$ cat src/hdl/bit_stream_packer_unpacker_top_assert.svh
// Assertion macros for the bit stream packer/unpacker.
// Included by the RTL modules that carry concurrent checks; no dependencies.
`ifndef BIT_STREAM_PACKER_UNPACKER_TOP_ASSERT_SVH
`define BIT_STREAM_PACKER_UNPACKER_TOP_ASSERT_SVH

// Same-cycle implication, disabled while reset is asserted.
`define BSPU_ASSERT_NOW(lbl, clk, rst_n, ante, cons, msg) \
  lbl: assert property (@(posedge clk) disable iff (!rst_n) (ante) |-> (cons)) \
    else $error(msg);

// Next-cycle implication, disabled while reset is asserted.
`define BSPU_ASSERT_NEXT(lbl, clk, rst_n, ante, cons, msg) \
  lbl: assert property (@(posedge clk) disable iff (!rst_n) (ante) |=> (cons)) \
    else $error(msg);

`endif

$ cat src/hdl/bspu_pkg.sv
// Shared types, constants and helpers of the bit stream packer/unpacker.
// No dependencies.
package bspu_pkg;

  localparam int unsigned OP_W      = 2;
  localparam int unsigned DATA_W    = 32;
  localparam int unsigned LEN_W     = 6;
  localparam int unsigned BYTE_W    = 8;
  localparam int unsigned WIN_BYTES = 5;
  localparam int unsigned WIN_W     = WIN_BYTES * BYTE_W;

  typedef enum logic [OP_W-1:0] {
    OP_WRITE  = 2'd0,
    OP_READ   = 2'd1,
    OP_REWIND = 2'd2,
    OP_NONE   = 2'd3
  } op_e;

  typedef enum logic [1:0] {
    ST_CLEAR,
    ST_IDLE,
    ST_ACCESS,
    ST_DONE
  } state_e;

  typedef struct packed {
    logic              valid;
    logic [DATA_W-1:0] read_value;
    logic              overflow;
  } result_t;

  // Mask of the low n bits, n in 0..DATA_W.
  function automatic logic [DATA_W-1:0] low_mask(input logic [LEN_W-1:0] n);
    logic [DATA_W-1:0] m;
    if (n >= LEN_W'(DATA_W)) begin
      m = '1;
    end else begin
      m = (DATA_W'(1) << n) - DATA_W'(1);
    end
    return m;
  endfunction

  // Byte j of the window, byte 0 being the most significant.
  function automatic logic [BYTE_W-1:0] win_byte(input logic [WIN_W-1:0] win,
                                                 input logic [2:0] j);
    logic [BYTE_W-1:0] b;
    case (j)
      3'd0:    b = win[39:32];
      3'd1:    b = win[31:24];
      3'd2:    b = win[23:16];
      3'd3:    b = win[15:8];
      3'd4:    b = win[7:0];
      default: b = '0;
    endcase
    return b;
  endfunction

  // Replace byte j of the window.
  function automatic logic [WIN_W-1:0] win_set(input logic [WIN_W-1:0] win,
                                               input logic [2:0] j,
                                               input logic [BYTE_W-1:0] b);
    logic [WIN_W-1:0] w;
    w = win;
    case (j)
      3'd0:    w[39:32] = b;
      3'd1:    w[31:24] = b;
      3'd2:    w[23:16] = b;
      3'd3:    w[15:8]  = b;
      3'd4:    w[7:0]   = b;
      default: w = win;
    endcase
    return w;
  endfunction

endpackage

$ cat src/hdl/bspu_if.sv
// Valid/ready channel interfaces for items and results.
// Depends on bspu_pkg for the field widths.
interface bspu_in_if;
  logic                          valid;
  logic                          ready;
  logic [bspu_pkg::OP_W-1:0]     operation;
  logic [bspu_pkg::DATA_W-1:0]   write_value;
  logic [bspu_pkg::LEN_W-1:0]    field_bits;

  modport source (output valid, output operation, output write_value, output field_bits,
                  input ready);
  modport sink   (input valid, input operation, input write_value, input field_bits,
                  output ready);
endinterface

interface bspu_out_if;
  logic                          valid;
  logic                          ready;
  logic [bspu_pkg::DATA_W-1:0]   read_value;
  logic                          overflow;

  modport source (output valid, output read_value, output overflow, input ready);
  modport sink   (input valid, input read_value, input overflow, output ready);
endinterface

$ cat src/hdl/bit_stream_packer_unpacker_top.sv
// Top level of the MSB-first bit stream packer/unpacker.
// Depends on bspu_pkg, bspu_if, bspu_ram and bspu_seq.
//
//  channel  | dir | payload                                  | transfer when
//  ---------+-----+------------------------------------------+------------------
//  in_i     | in  | operation, write_value, field_bits       | valid && ready
//  out_o    | out | read_value, overflow                     | valid && ready
//
// Sequence: a write or read that is carried out walks B bytes of the store
//   (1..5); the first byte is fetched with the transfer, then each step
//   writes back (or captures) one byte and fetches the next. A new item is
//   taken no earlier than the cycle in which the last result is handed on.
//   Rewind, unused codes, zero widths and overflowing accesses skip the walk.
//   Single store ports: one byte fetched, one written or captured per cycle.
// Reset: the cursor returns to bit 0 and a clearing pass zeroes the store,
//   one byte per cycle, while in_i.ready stays low.
// Stalls: the result waits in an output register; a further item is worked
//   on meanwhile and holds its result until that register frees up.
module bit_stream_packer_unpacker_top #(
  parameter int unsigned BUF_BYTES      = 128,
  parameter int unsigned MAX_FIELD_BITS = 32
) (
  input  logic       clk_i,
  input  logic       rst_ni,
  bspu_in_if.sink    in_i,
  bspu_out_if.source out_o
);

  localparam int unsigned AW = $clog2(BUF_BYTES);

  bspu_pkg::result_t                 res;
  logic                              slot_free;
  logic                              ram_we;
  logic [AW-1:0]                     ram_waddr;
  logic [7:0]                        ram_wdata;
  logic [AW-1:0]                     ram_raddr;
  logic [7:0]                        ram_rdata;

  logic                              out_valid_q, out_valid_d;
  logic [bspu_pkg::DATA_W-1:0]       out_value_q;
  logic                              out_ovf_q;

  // Byte store: all persistent stream data lives here.
  bspu_ram #(
    .WIDTH (8),
    .DEPTH (BUF_BYTES)
  ) u_store (
    .clk_i   (clk_i),
    .we_i    (ram_we),
    .waddr_i (ram_waddr),
    .wdata_i (ram_wdata),
    .raddr_i (ram_raddr),
    .rdata_o (ram_rdata)
  );

  // Cursor, clearing pass and read-modify-write walk.
  bspu_seq #(
    .BUF_BYTES      (BUF_BYTES),
    .MAX_FIELD_BITS (MAX_FIELD_BITS)
  ) u_seq (
    .clk_i       (clk_i),
    .rst_ni      (rst_ni),
    .in_i        (in_i),
    .slot_free_i (slot_free),
    .res_o       (res),
    .ram_we_o    (ram_we),
    .ram_waddr_o (ram_waddr),
    .ram_wdata_o (ram_wdata),
    .ram_raddr_o (ram_raddr),
    .ram_rdata_i (ram_rdata)
  );

  // The output register is free when empty or when its result leaves now.
  assign slot_free = !out_valid_q || out_o.ready;

  always_comb begin
    out_valid_d = out_valid_q;
    if (out_o.ready) begin
      out_valid_d = 1'b0;
    end
    if (res.valid && slot_free) begin
      out_valid_d = 1'b1;
    end
  end

  always_ff @(posedge clk_i or negedge rst_ni) begin
    if (!rst_ni) begin
      out_valid_q <= 1'b0;
    end else begin
      out_valid_q <= out_valid_d;
    end
  end

  // Load the payload only with a new result; hold it while stalled.
  always_ff @(posedge clk_i) begin
    if (res.valid && slot_free) begin
      out_value_q <= res.read_value;
      out_ovf_q   <= res.overflow;
    end
  end

  assign out_o.valid      = out_valid_q;
  assign out_o.read_value = out_value_q;
  assign out_o.overflow   = out_ovf_q;

endmodule

$ cat src/hdl/bspu_ram.sv
// Generic single-clock RAM, one write port and one read port, registered read.
// No dependencies.
module bspu_ram #(
  parameter int unsigned WIDTH = 8,
  parameter int unsigned DEPTH = 128
) (
  input  logic                             clk_i,
  input  logic                             we_i,
  input  logic [$clog2(DEPTH)-1:0]         waddr_i,
  input  logic [WIDTH-1:0]                 wdata_i,
  input  logic [$clog2(DEPTH)-1:0]         raddr_i,
  output logic [WIDTH-1:0]                 rdata_o
);

  logic [WIDTH-1:0] mem [DEPTH];
  logic [WIDTH-1:0] rdata_q;

  always_ff @(posedge clk_i) begin
    if (we_i) begin
      mem[waddr_i] <= wdata_i;
    end
    rdata_q <= mem[raddr_i];
  end

  assign rdata_o = rdata_q;

endmodule

$ cat src/hdl/bspu_seq.sv
// Cursor and byte sequencer: clears the store, walks the bytes of a field
// with read-modify-write. Depends on bspu_pkg, bspu_if and the assert header.
`include "bit_stream_packer_unpacker_top_assert.svh"

module bspu_seq #(
  parameter int unsigned BUF_BYTES      = 128,
  parameter int unsigned MAX_FIELD_BITS = 32
) (
  input  logic                         clk_i,
  input  logic                         rst_ni,
  bspu_in_if.sink                      in_i,
  input  logic                         slot_free_i,
  output bspu_pkg::result_t            res_o,
  output logic                         ram_we_o,
  output logic [$clog2(BUF_BYTES)-1:0] ram_waddr_o,
  output logic [7:0]                   ram_wdata_o,
  output logic [$clog2(BUF_BYTES)-1:0] ram_raddr_o,
  input  logic [7:0]                   ram_rdata_i
);

  localparam int unsigned AW    = $clog2(BUF_BYTES);
  localparam int unsigned LIMIT = BUF_BYTES * 8;
  localparam int unsigned PW    = $clog2(LIMIT + 1);
  localparam int unsigned LW    = bspu_pkg::LEN_W;
  localparam int unsigned WW    = bspu_pkg::WIN_W;
  localparam int unsigned DW    = bspu_pkg::DATA_W;

  bspu_pkg::state_e state_q, state_d;
  logic [PW-1:0]    pos_q, pos_d;
  logic [AW-1:0]    clr_q, clr_d;
  logic [AW-1:0]    base_q, base_d;
  logic [2:0]       cnt_q, cnt_d;
  logic [2:0]       k_q, k_d;
  logic [WW-1:0]    win_q, win_d;
  logic [LW-1:0]    sh_q, sh_d;
  logic [LW-1:0]    n_q, n_d;
  logic             is_wr_q, is_wr_d;
  logic             rd_ok_q, rd_ok_d;
  logic             ovf_q, ovf_d;

  bspu_pkg::op_e    op;
  logic             in_ready;
  logic             accept;
  logic [LW-1:0]    n_sat;
  logic [2:0]       off;
  logic [PW:0]      end_sum;
  logic             past_end;
  logic [LW-1:0]    span;
  logic [LW-1:0]    sh_new;
  logic [WW-1:0]    win_wr;
  logic [2:0]       j;
  logic [WW-1:0]    win_rd;

  // Decode of the item on the input channel.
  always_comb begin
    op       = bspu_pkg::op_e'(in_i.operation);
    n_sat    = (in_i.field_bits > LW'(MAX_FIELD_BITS)) ? LW'(MAX_FIELD_BITS)
                                                       : in_i.field_bits;
    off      = pos_q[2:0];
    end_sum  = {1'b0, pos_q} + (PW+1)'(n_sat);
    past_end = end_sum > (PW+1)'(LIMIT);
    span     = LW'(off) + n_sat - LW'(1);
    sh_new   = LW'(WW) - n_sat - LW'(off);
    win_wr   = WW'(in_i.write_value & bspu_pkg::low_mask(n_sat)) << sh_new;
  end

  assign in_ready   = (state_q == bspu_pkg::ST_IDLE) ||
                      ((state_q == bspu_pkg::ST_DONE) && slot_free_i);
  assign accept     = in_i.valid && in_ready;
  assign in_i.ready = in_ready;

  assign j      = k_q - 3'd1;
  assign win_rd = win_q >> sh_q;

  always_comb begin
    state_d     = state_q;
    pos_d       = pos_q;
    clr_d       = clr_q;
    base_d      = base_q;
    cnt_d       = cnt_q;
    k_d         = k_q;
    win_d       = win_q;
    sh_d        = sh_q;
    n_d         = n_q;
    is_wr_d     = is_wr_q;
    rd_ok_d     = rd_ok_q;
    ovf_d       = ovf_q;
    ram_we_o    = 1'b0;
    ram_waddr_o = base_q + AW'(j);
    ram_wdata_o = ram_rdata_i | bspu_pkg::win_byte(win_q, j);
    ram_raddr_o = pos_q[AW+2:3];

    case (state_q)
      bspu_pkg::ST_CLEAR: begin
        ram_we_o    = 1'b1;
        ram_waddr_o = clr_q;
        ram_wdata_o = '0;
        if (clr_q == AW'(BUF_BYTES - 1)) begin
          state_d = bspu_pkg::ST_IDLE;
        end else begin
          clr_d = clr_q + AW'(1);
        end
      end
      bspu_pkg::ST_ACCESS: begin
        // Write back (or capture) the byte read last cycle, fetch the next one.
        if (is_wr_q) begin
          ram_we_o = 1'b1;
        end else begin
          win_d = bspu_pkg::win_set(win_q, j, ram_rdata_i);
        end
        ram_raddr_o = base_q + AW'(k_q);
        if (k_q < cnt_q) begin
          k_d = k_q + 3'd1;
        end else begin
          state_d = bspu_pkg::ST_DONE;
        end
      end
      bspu_pkg::ST_DONE: begin
        if (slot_free_i) begin
          state_d = bspu_pkg::ST_IDLE;
        end
      end
      default: begin
      end
    endcase

    // Start of an item; the first byte read goes out with the transfer.
    if (accept) begin
      ovf_d   = 1'b0;
      rd_ok_d = 1'b0;
      state_d = bspu_pkg::ST_DONE;
      if (op == bspu_pkg::OP_REWIND) begin
        pos_d = '0;
      end else if ((op == bspu_pkg::OP_WRITE || op == bspu_pkg::OP_READ) &&
                   (n_sat != '0)) begin
        if (past_end) begin
          ovf_d = 1'b1;
        end else begin
          pos_d   = end_sum[PW-1:0];
          base_d  = pos_q[AW+2:3];
          cnt_d   = 3'(span >> 3) + 3'd1;
          k_d     = 3'd1;
          sh_d    = sh_new;
          n_d     = n_sat;
          is_wr_d = (op == bspu_pkg::OP_WRITE);
          rd_ok_d = (op == bspu_pkg::OP_READ);
          win_d   = (op == bspu_pkg::OP_WRITE) ? win_wr : '0;
          state_d = bspu_pkg::ST_ACCESS;
        end
      end
    end
  end

  always_comb begin
    res_o.valid      = (state_q == bspu_pkg::ST_DONE);
    res_o.overflow   = ovf_q;
    res_o.read_value = rd_ok_q ? (win_rd[DW-1:0] & bspu_pkg::low_mask(n_q)) : '0;
  end

  always_ff @(posedge clk_i or negedge rst_ni) begin
    if (!rst_ni) begin
      state_q <= bspu_pkg::ST_CLEAR;
      pos_q   <= '0;
      clr_q   <= '0;
      k_q     <= '0;
      cnt_q   <= '0;
      is_wr_q <= 1'b0;
      rd_ok_q <= 1'b0;
      ovf_q   <= 1'b0;
    end else begin
      state_q <= state_d;
      pos_q   <= pos_d;
      clr_q   <= clr_d;
      k_q     <= k_d;
      cnt_q   <= cnt_d;
      is_wr_q <= is_wr_d;
      rd_ok_q <= rd_ok_d;
      ovf_q   <= ovf_d;
    end
  end

  always_ff @(posedge clk_i) begin
    base_q <= base_d;
    win_q  <= win_d;
    sh_q   <= sh_d;
    n_q    <= n_d;
  end

  `BSPU_ASSERT_NOW(a_no_take_in_clear, clk_i, rst_ni, state_q == bspu_pkg::ST_CLEAR, !in_ready, "item taken during clearing pass")
  `BSPU_ASSERT_NOW(a_we_source, clk_i, rst_ni, ram_we_o, (state_q == bspu_pkg::ST_CLEAR) || (state_q == bspu_pkg::ST_ACCESS && is_wr_q), "store written outside clear or write item")
  `BSPU_ASSERT_NOW(a_cursor_bound, clk_i, rst_ni, 1'b1, pos_q <= PW'(LIMIT), "cursor beyond end of store")
  `BSPU_ASSERT_NOW(a_walk_bound, clk_i, rst_ni, state_q == bspu_pkg::ST_ACCESS, (k_q >= 3'd1) && (k_q <= cnt_q) && (cnt_q <= 3'd5), "byte walk out of range")
  `BSPU_ASSERT_NEXT(a_overflow_no_move, clk_i, rst_ni, accept && past_end && (n_sat != '0) && (op == bspu_pkg::OP_WRITE || op == bspu_pkg::OP_READ), ovf_q && $stable(pos_q), "overflowing access moved the cursor")

endmodule

$ cat src/flat_wrapper.sv
// flat-port wrapper written by rule: the top's interface ports become plain ports
module bit_stream_packer_unpacker_top_flat 
#(
  parameter int unsigned BUF_BYTES      = 128,
  parameter int unsigned MAX_FIELD_BITS = 32
)
  (clk_i, rst_ni, in_i_valid, in_i_operation, in_i_write_value, in_i_field_bits, in_i_ready, out_o_valid, out_o_read_value, out_o_overflow, out_o_ready);
  bspu_in_if in_i_i ();
  bspu_out_if out_o_i ();
  input  logic clk_i;
  input  logic rst_ni;
  input wire logic [$bits(in_i_i.valid)-1:0] in_i_valid;
  input wire logic [$bits(in_i_i.operation)-1:0] in_i_operation;
  input wire logic [$bits(in_i_i.write_value)-1:0] in_i_write_value;
  input wire logic [$bits(in_i_i.field_bits)-1:0] in_i_field_bits;
  output wire logic [$bits(in_i_i.ready)-1:0] in_i_ready;
  output wire logic [$bits(out_o_i.valid)-1:0] out_o_valid;
  output wire logic [$bits(out_o_i.read_value)-1:0] out_o_read_value;
  output wire logic [$bits(out_o_i.overflow)-1:0] out_o_overflow;
  input wire logic [$bits(out_o_i.ready)-1:0] out_o_ready;
  assign in_i_i.valid = in_i_valid;
  assign in_i_i.operation = in_i_operation;
  assign in_i_i.write_value = in_i_write_value;
  assign in_i_i.field_bits = in_i_field_bits;
  assign in_i_ready = in_i_i.ready;
  assign out_o_valid = out_o_i.valid;
  assign out_o_read_value = out_o_i.read_value;
  assign out_o_overflow = out_o_i.overflow;
  assign out_o_i.ready = out_o_ready;
  bit_stream_packer_unpacker_top #(.BUF_BYTES(BUF_BYTES), .MAX_FIELD_BITS(MAX_FIELD_BITS)) u_core (.clk_i(clk_i), .rst_ni(rst_ni), .in_i(in_i_i), .out_o(out_o_i));
endmodule
$ cat config.mk
export PLATFORM = sky130hd
export DESIGN_NAME = bit_stream_packer_unpacker_top_flat
export DESIGN_NICKNAME = d
export VERILOG_FILES = /design/src/hdl/bspu_pkg.sv /design/src/hdl/bspu_if.sv /design/src/hdl/bit_stream_packer_unpacker_top.sv /design/src/hdl/bspu_ram.sv /design/src/hdl/bspu_seq.sv /design/src/flat_wrapper.sv
export VERILOG_INCLUDE_DIRS = /design/src /design/src/hdl
export SDC_FILE = /design/constraint.sdc
export NUM_CORES = 2
export LEC_CHECK = 0
export ABC_AREA = 1
export ABC_CLOCK_PERIOD_IN_PS = 7800
export BUFFER_PORTS_ARGS = -buffer_cell sky130_fd_sc_hd__buf_2
export CAP_MARGIN = 25
export CORE_ASPECT_RATIO = 1.5
export CORE_UTILIZATION = 41
export CTS_BUF_LIST = sky130_fd_sc_hd__clkbuf_8
export DETAILED_ROUTE_END_ITERATION = 10
export PLACE_DENSITY = 0.64
export SLEW_MARGIN = 5
export SYNTH_ARGS = -nofsm -noshare
export SYNTH_HDL_FRONTEND = slang
export SYNTH_SLANG_ARGS = --single-unit
$ cat constraint.sdc
create_clock -name clk_i -period 7.8 [get_ports clk_i]
set_input_delay 0.39 -clock clk_i [delete_from_list [all_inputs] [get_ports clk_i]]
set_output_delay 0.39 -clock clk_i [all_outputs]
set_load 0.01 [all_outputs]
Yosys cells after proc, flatten, opt, wreduce, memory -nomap -nowiden

Memories as Yosys holds them, arrays and structs flattened. A register that Yosys moved wholly into a read port is not among the register bits.
Index checks and enable logic that the tools add are counted.

Memory bits (read-only): 0
Memories: 1
Word-level logic and storage cells: 124
Bits in latches: 0
Register bits after elaboration: 122
Output and inout bits: 35
Bits of input ports: 44
Bits in writable memories: 1024

Magnitude comparators: 5
Reductions and logical operators: 18
Equal/unequal tests: 14
Shift operators: 4
Divide/modulo/power cells: 0
Add/sub/neg operators: 13
$mul: 0
Multiplexer cells: 48
Bitwise operators: 6

Memories:

| memory             | depth | bits a word | rd ports | clocked after Yosys merged registers in | wr ports | RTL line       | source |
|---|---|---|---|---|---|---|---|
| u_core.u_store.mem | 128   | 8           | 1        | 1                                       | 1        | bspu_ram.sv:15 | `logic [WIDTH-1:0] mem [DEPTH];` |

Operator list:

| kind                    | count |
|---|---|
| $mux W40                | 7 |
| $and A32 B32 Y32        | 2 |
| $mux W32                | 2 |
| $shl A1 B6 Y32 const A  | 2 |
| $sub A32 B2 Y32 const B | 2 |
| $mux W8                 | 6 |
| $pmux W8 S5             | 1 |
| $shl A32 B6 Y40         | 1 |
| $shr A40 B6 Y32         | 1 |
| $mux W11                | 3 |
| $mux W3                 | 6 |
| $add A7 B3 Y7           | 2 |
| $mux W1                 | 14 |
| $mux W7                 | 2 |
| $add A11 B6 Y12         | 1 |
| $ge A6 B6 Y1 const B    | 2 |
| $gt A12 B11 Y1 const B  | 1 |
| $ne A3 B3 Y1 const B    | 3 |
| $mux W2                 | 4 |
| $or A8 B8 Y8            | 1 |
| $reduce_and A4 Y1       | 2 |
| $add A7 B1 Y7 const B   | 1 |
| $eq A7 B7 Y1 const B    | 1 |
| $add A3 B1 Y3 const B   | 2 |
| other kinds (27)        | 39 |

Logic depth before layout (Yosys ltp)

Word-level depth: 12
Depth in mapped cells: 24
Mapped depth without buffers: 23

Hierarchy

From an unflattened synthesis, not the netlist that was laid out.

Cell total of the unflattened synthesis: 5477
Area, all modules: 54287.1 um2

By module, submodules not included:

| module                         | times used | area each (um2) | cells each | sequential area each (um2) |
|---|---|---|---|---|
| bspu_ram                       | 1          | 42104.1         | 3575       | 30909.6 |
| bspu_seq                       | 1          | 11146.9         | 1863       | 2097.0 |
| bit_stream_packer_unpacker_top | 1          | 1036.0          | 39         | 1016.0 |

Worst setup path after synthesis

OpenSTA, ideal clock, no wires.

Path kind: reg2reg
Start: register u_core.u_seq.k_q[1]
End: memory u_core.u_store.mem[0][1], data pin
Data arrival time: 5.067 ns
Buffers on the path: 0
Path slack: 1.764 ns
Clock period less this slack: 6.036 ns
Stages on the path, launching flop included: 9
Setup time: 0.969 ns
Data required time: 6.831 ns
Cells stage by stage: dfrtp_1 inv_1 ha_1 ha_1 nor2_1 inv_1 o22ai_1 o21ai_0 a31oi_1

Longest elaborated chain between the ends: 5
Elaborated cells between the ends (all ways): 9
Those cells by class: add/sub: 1; eq/ne: 4; mux: 2; bitwise: 1; reduce/logical: 1

Ends and longest elaborated chain:

| what                                       | RTL line                             | source |
|---|---|---|
| start: declaration                         | bspu_seq.sv:33                       | `logic [2:0] k_q, k_d;` |
| start signal: assignment                   | bspu_seq.sv:174                      | `k_q <= k_d;` |
| $sub A3 B1 Y3 (*)                          | bspu_seq.sv:72                       | `assign j = k_q - 3'd1;` |
| $eq A3 B3 Y1, or another cell as far along | bspu_pkg.sv:47                       | `case (j)` |
| $pmux W8 S5 (*)                            | bspu_pkg.sv:47                       |  |
| $or A8 B8 Y8 (*)                           | bspu_seq.sv:90                       | `ram_wdata_o = ram_rdata_i \| bspu_pkg::win_byte(win_q, j);` |
| $mux W8 (*)                                | bspu_seq.sv:93                       | `case (state_q)` |
| net u_core.ram_wdata[1]                    | bit_stream_packer_unpacker_top.sv:35 | `logic [7:0] ram_wdata;` |
| end: declaration                           | bspu_ram.sv:15                       |  |

Mark *: on every way through the listed nets, which the timed path passes. The rest lies on a longest branch.

Final worst setup path

Start: register u_core.u_seq.k_q[1]
End: memory u_core.u_store.mem[85][2], enable pin

Longest elaborated chain between the ends: 3

Ends and longest elaborated chain:

| what          | RTL line       | source |
|---|---|---|
| $sub A3 B1 Y3 | bspu_seq.sv:72 |  |
| $add A7 B3 Y7 | bspu_seq.sv:89 | `ram_waddr_o = base_q + AW'(j);` |
| $mux W7       | bspu_seq.sv:93 |  |

No other way between the ends.

==> impl_results.md <==
* Gpl congestion at 1.005
* Ys flop type: edfxtp_1
* Fillcell total at 11800
* Fin area at 0.05773 mm^2
* Worst-path fanout max at 8
* Met1 GRT Util at 0.2746
* Placed Cells at 6475
* Finished Layout Cells at 6777
* Maximum clock path buffer count at 3
* Largest net degree at the start of global routing at 196
* Port Buf Inserts at 78
* Die W at 294.6 um
* Mux contribution to synthesized area at 0.006462
* Worst rel slew slack at 0.2749
* Initial antenna violation count at 1
* Syn Area/Cell at 10.65 um^2
* Most common cell after layout, fill and taps aside: edfxtp_1
* Cell row count at 160
* Post_cts resized at 0
* Setup WS post-layout at 2.831 ns
* Post-synthesis adder-cell area fraction at 0.009979
* IO Pins at 79
* Initial DRC Count at 3905
* DP HPWL at 99.74 mm
* DR WL/cell at 23.59 um
* Final ANT Viol Nets at 0
* Ys Warns at 0
* Async SR Flop Fraction at 0.02600
* Die area at 0.1299 mm^2
* Routed WL at 159.9 mm
* Worst hold path class: in2reg
* P&R area growth vs syn at 9.630%
* Finish-stage setup viols at 0
* Max stage delay on crit path at 0.81 ns
* Most area-hungry cell type in the Yosys netlist: edfxtp_1
* Top Usage Layer GRT: met2
* Setup bufs post-CTS at 0
* DR DRC count at 0
* 1st-pass router iterations at 6
* Ranking of synthesized cells by area: edfxtp_1 (61%), o21ai_0 (7.5%), nor2_1 (5.9%), nand2_1 (4.0%), o22ai_1 (2.9%)
* Setup crit end kind: flop
* Total Power at 24.85 mW
* Reg clk slew, reported paths at 0.07 ns
* Pleak at 19.96 nW
* CTS tree: yes
* Final Slew Violations at 0
* Clk_skew at 0.03994 ns
* Compound-Gate Fraction of Synth Area at 0.1482
* Net Count, Synth at 5026
* GR Overflow Total at 0
* M3 GR Usage at 0.04147
* CTS Hold Buffers Added at 6
* Routing usage on met2 at 0.4231
* Combinational family with the most area after synthesis: compound AO/OA/AOI/OAI gates
* CTS H-tree depth at 4
* Clk sinks at 1154
* Global-route wire length before repair at 235.2 mm
* Cell Area, Placed at 0.05460 mm^2
* Period utilization at 0.6370
* Simple-Gate Fraction of Synth Area at 0.1419
* CP required at 8.28 ns
* Sequential fraction of the synthesis area at 0.6461
* Status: finished clean
* Fmax at 201.3 MHz
* R2R Setup Slk at 2.83 ns
* Startpoint types: flop
* Mapped Area at 0.05266 mm^2
* Critical Path AT at 5.45 ns
* Post-synthesis cell type count at 65
* Worst skew pair latency at 0.87 ns
* GRT Total Usage at 0.2435
* Max-cap viol count at 0
* VDD IR max at 520.0 uV
* Number of buffers created by CTS at 162
* Core area at 0.1271 mm^2
* Detailed-route via count at 38990
* Most used cells in the layout excluding fill and tap cells: edfxtp_1 (1076), nor2_1 (832), o21ai_0 (793)
* Critical path's slowest cell: nor2_1
* Final net count at 5032
* Worst path cell trace: inv_1 -> ha_1 -> ha_1 -> ha_1 -> inv_1 -> or2_2 -> a21oi_1 -> nand2_1 -> xor2_1 -> nand2_1 -> o21a_1 -> inv_1 -> nor2_1 -> nand2_1 -> nor2_1
* Clk root buf: clkbuf_8
* Setup WS pre-CTS at 2.578 ns
* Syn Inst Count at 4943
* Initial Util at 0.4143
* Share of cells above drive strength 1 at 0.08828
* Die Ht at 440.9 um
* Delay-heaviest family, CP: simple AND/OR/NAND/NOR gates
* Post-synth EDFFs at 1076
* Vias in the first global route at 37740
* Power per cell area at 430.4 mW/mm^2
* Fin crit period at 4.969 ns
* RSZ-0062 raised after global routing: false
* Crit path kind: reg2reg
* Slew @ Worst Pin at 1.084 ns
* Top-area cell type share of the netlist area at 0.6136
* Synth Area in XOR/XNOR at 0.004989
* Hold Vio Cnt, Final at 0
* Setup_tns at 0 ns
* Worst path bufs/invs at 3
* Via-to-Cell Ratio at 5.753
* #FFs+latches synth at 1154
where the power goes:
part	leakage, nW	total (mW)	switching (mW)	internal (mW)
registers	10.5	8.82	0.322	8.50
clock network	1.69	4.40	2.31	2.09
logic	7.79	11.6	8.76	2.86
area by class of cell:
| class | count | area [um^2] | area share |
|---|---|---|---|
| timing repair buffer | 156 | 1140 | 0.01974 |
| tap | 1701 | 2128 | 0.03686 |
| clock inverter | 121 | 616.8 | 0.01068 |
| clock buffer | 169 | 2326 | 0.04029 |
| sequential | 1154 | 34020 | 0.5893 |
| multi-input combinational | 3233 | 16560 | 0.2869 |
| inverter | 242 | 935.9 | 0.01621 |
| antenna | 1 | 2.502 | 0.00004334 |
worst register-to-register path, cell delays in order (launching register included):
cell and delay [ns]:
dfrtp_1 0.52, inv_1 0.14, ha_1 0.20, ha_1 0.33
ha_1 0.29, inv_1 0.05, or2_2 0.28, a21oi_1 0.20
nand2_1 0.09, xor2_1 0.15, nand2_1 0.06, o21a_1 0.19
inv_1 0.08, nor2_1 0.81, nand2_1 0.41, nor2_1 0.80
path summary, 6_finish.rpt:
check / startpoint / endpoint / cells after the start
setup / recovery: u_core.u_seq.k_q[1] / u_core.u_store.mem[85][2] / 15
hold / removal: in_i_field_bits[3] / u_core.u_seq.n_q[3] / 3
setup reg to reg: u_core.u_seq.k_q[1] / u_core.u_store.mem[85][2] / 15
hold reg to reg: u_core.u_seq.ovf_q / u_core.out_o.overflow / 0
max in group asynchronous: rst_ni / u_core.u_seq.k_q[2] / 2
min in group asynchronous: rst_ni / u_core.u_seq.clr_q[6] / 2
through the flow:
step,hold WS [ns],utilization
global route,0.07207,0.4542
CTS,0.0001808,0.4532
finish,0.08631,0.4542
detailed placement,0.4761,0.4295
global placement,0.4691,0.4294
floorplan,0.09441,-
flip-flops by register name, indices dropped and copies added (netlist names):
register / flops
u_core.out_o.overflow: 1
u_core.out_o.read_value: 32
u_core.out_o.valid: 1
u_core.u_seq.base_q: 7
u_core.u_seq.clr_q: 7
u_core.u_seq.cnt_q: 3
u_core.u_seq.is_wr_q: 1
u_core.u_seq.k_q: 3
u_core.u_seq.n_q: 6
u_core.u_seq.ovf_q: 1
u_core.u_seq.pos_q: 11
u_core.u_seq.rd_ok_q: 1
u_core.u_seq.sh_q: 6
u_core.u_seq.state_q: 2
u_core.u_seq.win_q: 40
u_core.u_store.mem: 1024
u_core.u_store.rdata_o: 8
synthesized netlist by cell type, types with 30 or more instances:
| master | instances |
|---|---|
| edfxtp_1 | 1076 |
| o22ai_1 | 247 |
| dfrtp_1 | 30 |
| nand4_1 | 38 |
| buf_2 | 56 |
| nand3_1 | 246 |
| ha_1 | 34 |
| o221ai_1 | 104 |
| a21oi_1 | 70 |
| nand2_1 | 557 |
| mux2i_1 | 34 |
| o21ai_0 | 794 |
| o21ai_1 | 35 |
| inv_1 | 225 |
| o211ai_1 | 34 |
| nor2_1 | 834 |
| clkbuf_1 | 225 |
| dfxtp_1 | 48 |
per-layer routing:
metal / part of all wire / wire length, um / vias to the layer above
li1: - / - / 17940
met1: 0.36 / 57650 / 18900
met2: 0.50 / 80270 / 1725
met3: 0.068 / 10900 / 433
met4: 0.069 / 11070 / 0
met5: 0 / 0 / -
logic make-up (layout without fill, tap and decap cells):
| kind of cell | after synthesis | count (layout) |
|---|---|---|
| AOI/OAI and AO/OA | 1359 | 1359 |
| xor gates and xnor gates | 30 | 30 |
| adders and majority gates | 39 | 39 |
| buffers and inverters | 556 | 688 |
| DFF | 1154 | 1154 |
| muxes | 34 | 34 |
| other | 0 | 1 |
| and+or+nand+nor | 1771 | 1771 |
No activity file was read; power rests on OpenSTA's default activity.
